File: config.mk
export PLATFORM = sky130hd
export DESIGN_NAME = bounded_stack_bottom_increment
export DESIGN_NICKNAME = d
export VERILOG_FILES = /design/src/rtl/bsbi_pkg.sv /design/src/rtl/bounded_stack_bottom_increment.sv /design/src/rtl/bsbi_cell.sv
export VERILOG_INCLUDE_DIRS = /design/src /design/src/rtl
export SDC_FILE = /design/constraint.sdc
export NUM_CORES = 2
export LEC_CHECK = 0
export ABC_AREA = 0
export BUFFER_PORTS_ARGS = -buffer_cell sky130_fd_sc_hd__buf_2
export CORE_ASPECT_RATIO = 0.75
export CORE_MARGIN = 5
export CORE_UTILIZATION = 55
export CTS_CLUSTER_SIZE = 16
export DETAILED_ROUTE_END_ITERATION = 7
export PLACE_DENSITY_LB_ADDON = 0.12
export SYNTH_ARGS = -nofsm -noshare
export SYNTH_HDL_FRONTEND = slang
export SYNTH_SLANG_ARGS = --single-unit
File: constraint.sdc
create_clock -name clk -period 8 [get_ports clk]
set_clock_uncertainty 0.2 [all_clocks]
set_input_delay 0.8 -clock clk [delete_from_list [all_inputs] [get_ports clk]]
set_output_delay 0.8 -clock clk [all_outputs]
set_load 0.1 [all_outputs]
File: src/rtl/assert_macros.svh
// Assertion helpers, included by bounded_stack_bottom_increment.sv.
`ifndef ASSERT_MACROS_SVH
`define ASSERT_MACROS_SVH

// Check a condition at every clock edge outside reset.
`define ASSERT_ALWAYS(lbl, cond, msg) \
  lbl: assert property (@(posedge clk) disable iff (!rst_n) (cond)) else $error(msg);

// Check that a condition implies another in the next cycle.
`define ASSERT_NEXT(lbl, ante, cons, msg) \
  lbl: assert property (@(posedge clk) disable iff (!rst_n) (ante) |=> (cons)) else $error(msg);

`endif

File: src/rtl/bsbi_pkg.sv
package bsbi_pkg;

  localparam int unsigned WORD_W  = 32;
  localparam int unsigned COUNT_W = 16;
  localparam int unsigned CAP_W   = 5;
  localparam logic [CAP_W-1:0] CAP_RESET = 5'd16;

  typedef enum logic [1:0] {
    MODE_PUSH = 2'd0,
    MODE_POP  = 2'd1,
    MODE_INC  = 2'd2
  } mode_t;

  typedef enum logic [1:0] {
    CELL_HOLD = 2'd0,
    CELL_PUSH = 2'd1,
    CELL_POP  = 2'd2,
    CELL_INC  = 2'd3
  } cell_op_t;

  typedef struct packed {
    cell_op_t          op;
    logic [WORD_W-1:0] word;
  } cell_ctrl_t;

endpackage

File: src/rtl/bounded_stack_bottom_increment.sv
// A pop result appears on out_* in the cycle after the input transaction.
// Throughput: one operation per cycle unless stalled; cells shift, or add within the counted range, in parallel.
// Input stalls only while an earlier pop result waits for out_tready.
// Reset (rst_n low, synchronous): occupancy cleared, capacity set to 16,
// no result pending; stored words are left as they are.
module bounded_stack_bottom_increment #(
  parameter int unsigned DEPTH = 16
) (
  input  logic        clk,
  input  logic        rst_n,
  input  logic        cfg_valid,
  output logic        cfg_ready,
  input  logic [4:0]  cfg_data,     // capacity
  input  logic        in_tvalid,
  output logic        in_tready,
  input  logic [47:0] in_tdata,     // [31:0] operand_value, [47:32] bottom_count
  input  logic [1:0]  in_tuser,     // [1:0] mode
  output logic        out_tvalid,
  input  logic        out_tready,
  output logic [31:0] out_tdata,    // [31:0] popped_value
  output logic        out_tuser     // [0] was_empty
);
  import bsbi_pkg::*;

  `include "assert_macros.svh"

  localparam int unsigned OW = $clog2(DEPTH + 1);

  logic [CAP_W-1:0]   cap_r;
  logic [OW-1:0]      occ_r, occ_nxt;
  logic               out_valid_r, out_valid_nxt;
  logic [WORD_W-1:0]  out_data_r, out_data_nxt;
  logic               out_empty_r, out_empty_nxt;

  logic               accept;
  logic [WORD_W-1:0]  word;
  logic [COUNT_W-1:0] count;
  logic               can_push;
  logic               is_empty;
  logic [OW-1:0]      inc_n;
  logic [OW-1:0]      inc_lo;
  cell_ctrl_t         ctrl;
  logic [WORD_W-1:0]  cell_data [DEPTH];

  assign cfg_ready = 1'b1;
  assign in_tready = !out_valid_r || out_tready;
  assign accept    = in_tvalid && in_tready;
  assign word      = in_tdata[31:0];
  assign count     = in_tdata[47:32];

  assign can_push = (COUNT_W'(occ_r) < COUNT_W'(cap_r)) &&
                    (COUNT_W'(occ_r) < COUNT_W'(DEPTH));
  assign is_empty = (occ_r == '0);
  // Clamp the count to the occupancy; bottom words sit at [occ-n, occ).
  assign inc_n    = (count < COUNT_W'(occ_r)) ? OW'(count) : occ_r;
  assign inc_lo   = occ_r - inc_n;

  always_comb begin
    ctrl.word = word;
    ctrl.op   = CELL_HOLD;
    occ_nxt   = occ_r;
    if (accept) begin
      case (in_tuser)
        MODE_PUSH: begin
          if (can_push) begin
            ctrl.op = CELL_PUSH;
            occ_nxt = occ_r + 1'b1;
          end
        end
        MODE_POP: begin
          if (!is_empty) begin
            ctrl.op = CELL_POP;
            occ_nxt = occ_r - 1'b1;
          end
        end
        MODE_INC:  ctrl.op = CELL_INC;
        default:   ctrl.op = CELL_HOLD;
      endcase
    end
  end

  for (genvar i = 0; i < DEPTH; i++) begin : g_cell
    logic [WORD_W-1:0] above;
    logic [WORD_W-1:0] below;
    if (i == 0) begin : g_top
      assign above = word;
    end else begin : g_mid
      assign above = cell_data[i-1];
    end
    if (i == DEPTH - 1) begin : g_last
      assign below = cell_data[i];
    end else begin : g_inner
      assign below = cell_data[i+1];
    end
    bsbi_cell #(
      .OW  (OW),
      .IDX (i)
    ) u_cell (
      .clk        (clk),
      .ctrl       (ctrl),
      .inc_lo     (inc_lo),
      .occ        (occ_r),
      .above_data (above),
      .below_data (below),
      .data       (cell_data[i])
    );
  end

  always_comb begin
    out_valid_nxt = out_valid_r;
    out_data_nxt  = out_data_r;
    out_empty_nxt = out_empty_r;
    if (out_valid_r && out_tready) begin
      out_valid_nxt = 1'b0;
    end
    if (accept && (in_tuser == MODE_POP)) begin
      out_valid_nxt = 1'b1;
      out_empty_nxt = is_empty;
      out_data_nxt  = is_empty ? '0 : cell_data[0];
    end
  end

  always_ff @(posedge clk) begin
    if (!rst_n) begin
      cap_r       <= CAP_RESET;
      occ_r       <= '0;
      out_valid_r <= 1'b0;
    end else begin
      if (cfg_valid && cfg_ready) begin
        cap_r <= cfg_data;
      end
      occ_r       <= occ_nxt;
      out_valid_r <= out_valid_nxt;
    end
  end

  always_ff @(posedge clk) begin
    out_data_r  <= out_data_nxt;
    out_empty_r <= out_empty_nxt;
  end

  assign out_tvalid = out_valid_r;
  assign out_tdata  = out_data_r;
  assign out_tuser  = out_empty_r;

  `ASSERT_ALWAYS(a_occ_bound, COUNT_W'(occ_r) <= COUNT_W'(DEPTH), "occupancy above depth")
  `ASSERT_NEXT(a_pop_result, accept && (in_tuser == MODE_POP), out_tvalid, "pop gave no result")
  `ASSERT_NEXT(a_push_grow, accept && (in_tuser == MODE_PUSH) && can_push,
               occ_r == $past(occ_r) + 1'b1, "push did not grow the stack")
  `ASSERT_NEXT(a_empty_flag, accept && (in_tuser == MODE_POP) && is_empty,
               out_tuser && (out_tdata == '0), "empty pop lost its flag")

endmodule

File: src/rtl/bsbi_cell.sv
module bsbi_cell #(
  parameter int unsigned OW  = 5,
  parameter int unsigned IDX = 0
) (
  input  logic                  clk,
  input  bsbi_pkg::cell_ctrl_t  ctrl,
  input  logic [OW-1:0]         inc_lo,
  input  logic [OW-1:0]         occ,
  input  logic [31:0]           above_data,
  input  logic [31:0]           below_data,
  output logic [31:0]           data
);
  import bsbi_pkg::*;

  logic [WORD_W-1:0] data_r;
  logic [WORD_W-1:0] data_nxt;
  logic              in_range;

  // Cell 0 holds the top; stack depth grows toward higher indexes.
  assign in_range = (OW'(IDX) >= inc_lo) && (OW'(IDX) < occ);

  always_comb begin
    data_nxt = data_r;
    case (ctrl.op)
      CELL_PUSH: data_nxt = above_data;
      CELL_POP:  data_nxt = below_data;
      CELL_INC: begin
        if (in_range) begin
          data_nxt = data_r + ctrl.word;
        end
      end
      default:   data_nxt = data_r;
    endcase
  end

  always_ff @(posedge clk) begin
    data_r <= data_nxt;
  end

  assign data = data_r;

endmodule

==> impl_metrics.tcl <==
set metrics [dict create \
    h-tree-depth 3 \
    pwr-share-clk_pct 26.4 \
    startpoint_type "flip-flop" \
    area_growth_pct 7.22 \
    rr_endpoint "g_cell[0].u_cell.data[30]$_DFFE_PP_" \
    slowest_stage "a21oi_4" \
    grt_use_total_pct 28.3 \
    clk_pin_slew_worst_paths_ns 0.06 \
    pre_cts_ws_ns 1.93 \
    wl_um 142000 \
    top_layer "met4" \
    cts_buffers 67 \
    setup_tns_ns 0 \
    final_antenna_net_count 0 \
    grt_max_degree 179 \
    rsz0062_at_grt "no" \
    fillCellCount 7837 \
    report.final.hold_viol_count 0 \
    worst_r2r_path_depth 17 \
    syn_inst 5695 \
    viasPerCell 6.41 \
    ys_types 89 \
    start_util_pct 55.6 \
    die_area_um2 97200 \
    first_iter_violations 3507 \
    status "finished, final reports clean" \
    power_density_nw_per_um2 210 \
    post-route-period-util_pct 74.9 \
    first_pass_iters 6 \
    portBuffers 94 \
    p_comb_share_pct 37.9 \
    crit_path_end_kind "flip-flop" \
    ir_worst_vdd_mv 0.165 \
    post_cts_resized 0 \
    antenna_found_initial 1 \
    synth-seq-area-share_pct 33.1 \
    wl_per_cell_um 20.7 \
    r2r_start "occ_r[2]$_SDFFE_PN0P_" \
    synth_fp_nets 6283 \
    cp_cell_sequence "inv_1 -> ha_1 -> a21boi_0 -> o21ai_0 -> nand2b_1 -> a21oi_1 -> o21ai_0 -> ha_1 -> fa_1 -> inv_1 -> a21o_1 -> a21oi_1 -> xor2_1 -> and2_0 -> nand4b_1 -> a21oi_4 -> buf_4" \
    clock_latency_ns 0.62 \
    num_rows 95 \
    cts_setup_buffers 0 \
    worst_pin_slew_ns 1.11 \
    hold_ws_ns 0.207 \
    fin_util_pct 59.6 \
    multiInputGateArea_um2 32200 \
    grt_pass1_vias 42400 \
    clock.fmax_mhz 167 \
    crit_fanout 29 \
    clock-root-buffer "clkbuf_16" \
    max_stage_delay_ns 0.90 \
    min_from "cfg_data[4]" \
    synth_area_um2 50100 \
    worst-setup-path-type "reg2reg" \
    p_switching_mw 4.15 \
    design_area_um2 53700 \
    placed_cells 6777 \
    die_h_um 271 \
    postPlaceCellArea_um2 51600 \
    diodes 0 \
    instances_no_fill 6889 \
    internal-power_mw 7.13 \
    dieWidth_um 358 \
    synth-seq-cells 556 \
    synth-edff-count 545 \
    layout_setup_ws_ns 2.01 \
    power_leakage_nw 21.7 \
    yosys_warnings 0 \
    drv_slew 0 \
    post-route-drc-count 0 \
    fin_total_pwr_mw 11.3 \
    nets 6222 \
    vias 44200 \
    gp_congestion 0.957 \
    synth_area_per_cell_um2 8.79 \
    hold_depth 3 \
    cts.sinks 556 \
    synthFlopType "edfxtp_1" \
    core_area_um2 90000 \
    r2r_setup_slack_ns 2.01 \
    holdBufCountCts 0 \
    pwr-share-seq_pct 35.7 \
    synthArstFlopShare_pct 0 \
    drv_cap 0 \
    cts_tree "done" \
    wl_met2_um 62300 \
    wl_met1_um 66600 \
    dp_hpwl_um 101000 \
    crit_required_ns 8.13 \
    layout.area.seq_um2 16600 \
    gr-total-overflow 0 \
    setup_viol 0 \
    holdPathEnd "cap_r[4]$_SDFFE_PN1P_" \
    grt_pass1_wl_um 225000 \
    layout_min_cycle_time_ns 5.99 \
    wl_met3_um 9810 \
    hold_path.class "in2reg" \
    cts_buffer_depth 3 \
    cp.arrival_ns 6.12 \
    sw_frac_of_total_pct 36.8 \
    drive_above_1_share_pct 4.93 \
    ioPinCount 96 \
    slew_headroom_pct 25.7 \
]
## worst max path at each step
stage                     startpoint                             endpoint  cells past startpoint
6_report       occ_r[2]$_SDFFE_PN0P_  g_cell[0].u_cell.data[30]$_DFFE_PP_                     17
3_5_place_dp            in_tdata[33]  g_cell[0].u_cell.data[31]$_DFFE_PP_                     18
3_3_place_gp            in_tdata[33]  g_cell[0].u_cell.data[31]$_DFFE_PP_                     18
5_1_grt        occ_r[2]$_SDFFE_PN0P_  g_cell[1].u_cell.data[28]$_DFFE_PP_                     17
2_1_floorplan  occ_r[1]$_SDFFE_PN0P_   g_cell[1].u_cell.data[0]$_DFFE_PP_                     19
4_1_cts        occ_r[2]$_SDFFE_PN0P_  g_cell[0].u_cell.data[30]$_DFFE_PP_                     17
## layer usage
| layer | global-route usage, % | vias to the layer above |
|---|---|---|
| met5 | 0 | - |
| met4 | 8.00 | 0 |
| met3 | 3.62 | 237 |
| met2 | 44.6 | 1528 |
| met1 | 40.9 | 20900 |
| li1 | - | 21600 |
## registers in the layout (all words and copies together), names as in the netlist
| name | flops |
|---|---|
| out_tvalid | 1 |
| g_cell.u_cell.data | 512 |
| out_tdata | 32 |
| occ_r | 5 |
| cap_r | 5 |
| out_tuser | 1 |
## area by class of cell
| type | instances | share of cell area [%] |
|---|---|---|
| tap | 1212 | 2.83 |
| clock buffer | 90 | 3.44 |
| sequential | 556 | 30.9 |
| clock inverter | 22 | 0.343 |
| inverter | 131 | 0.916 |
| timing repair buffer | 131 | 1.56 |
| multi-input combinational | 4747 | 60.0 |
## power by group through the flow
stage	registers, mW	logic [mW]	clock network (mW)
after floorplan	3.98	3.27	0
after global placement	4.06	4.09	0
after detailed placement	4.07	4.20	0
after CTS	4.01	4.22	3.02
after global routing	4.06	4.75	3.13
final	4.03	4.27	2.98
## layout by cell type, fill, tap and decap left out, drive strengths merged, types with 14 or more instances in the layout
| master | count |
|---|---|
| o21ai | 577 |
| a221oi | 36 |
| or3 | 17 |
| nand2 | 544 |
| and2 | 28 |
| edfxtp | 545 |
| a21oi | 579 |
| nand4 | 44 |
| a211oi | 44 |
| nor3 | 73 |
| a22oi | 210 |
| a211o | 15 |
| xnor2 | 263 |
| o21a | 55 |
| clkbuf | 90 |
| xor2 | 183 |
| fa | 17 |
| mux2i | 23 |
| o21bai | 83 |
| nand3 | 141 |
| o221ai | 15 |
| nor2b | 85 |
| a32oi | 19 |
| a21o | 246 |
| o31ai | 31 |
| ha | 511 |
| a21boi | 19 |
| o211ai | 67 |
| nor4 | 14 |
| nor2 | 359 |
| nand2b | 62 |
| clkinv | 15 |
| and3 | 107 |
| a221o | 14 |
| buf | 131 |
| o22ai | 50 |
| inv | 132 |
| a31oi | 66 |
## synth_stat cells, drive strengths merged, types with 9 or more instances
library cell  number  area, µm²
nand2            544       2040
o21bai            83        623
o211ai            67        508
xnor2            263       2300
a221oi            36        315
fa                17        340
a21boi            19        143
nand3            141        706
o31ai             31        233
a211o             15        131
nand2b            62        388
a21o             246       1850
ha               511       6390
a22oi            210       1580
and2              28        175
o221ai            15        131
and3             107        669
a31o              12        105
nor2             359       1350
o31a              12        105
a31oi             66        413
a211oi            44        340
o21a              55        413
o21ai            577       2890
edfxtp           545      16400
o22ai             50        313
buf               23       91.3
a2111oi           12        118
mux2i             23        230
nor2b             85        532
a41oi              9       93.8
nor3              73        365
nor4              14       87.6
a32oi             19        166
dfxtp             11        220
or3               17        106
xor2             183       1600
inv              131        492
a21oi            579       2900
nor3b             13       97.6
nand4             44        275
a221o             14        140
clkbuf           238        895
## cells by family after synthesis
group           after synthesis  synth area share, %
other cells                   1              0.00749
xor+xnor                    446                 7.80
mux                          27                0.550
simple gates               1527                 14.2
compound gates             2218                 27.9
fa+ha+maj                   528                 13.5
flops                       556                 33.1
buf+inv                     392                 2.95
## worst max-delay path: cells and delay by family (launching register included)
family | cells | cell delay, ns
buffers and inverters | 3 | 0.57
and+or+nand+nor | 3 | 0.81
DFF | 1 | 0.63
xor gates and xnor gates | 1 | 0.55
adders and majority gates | 3 | 0.95
AOI/OAI and AO/OA | 7 | 1.94
Note: power is estimated with default switching activity, not from simulation.
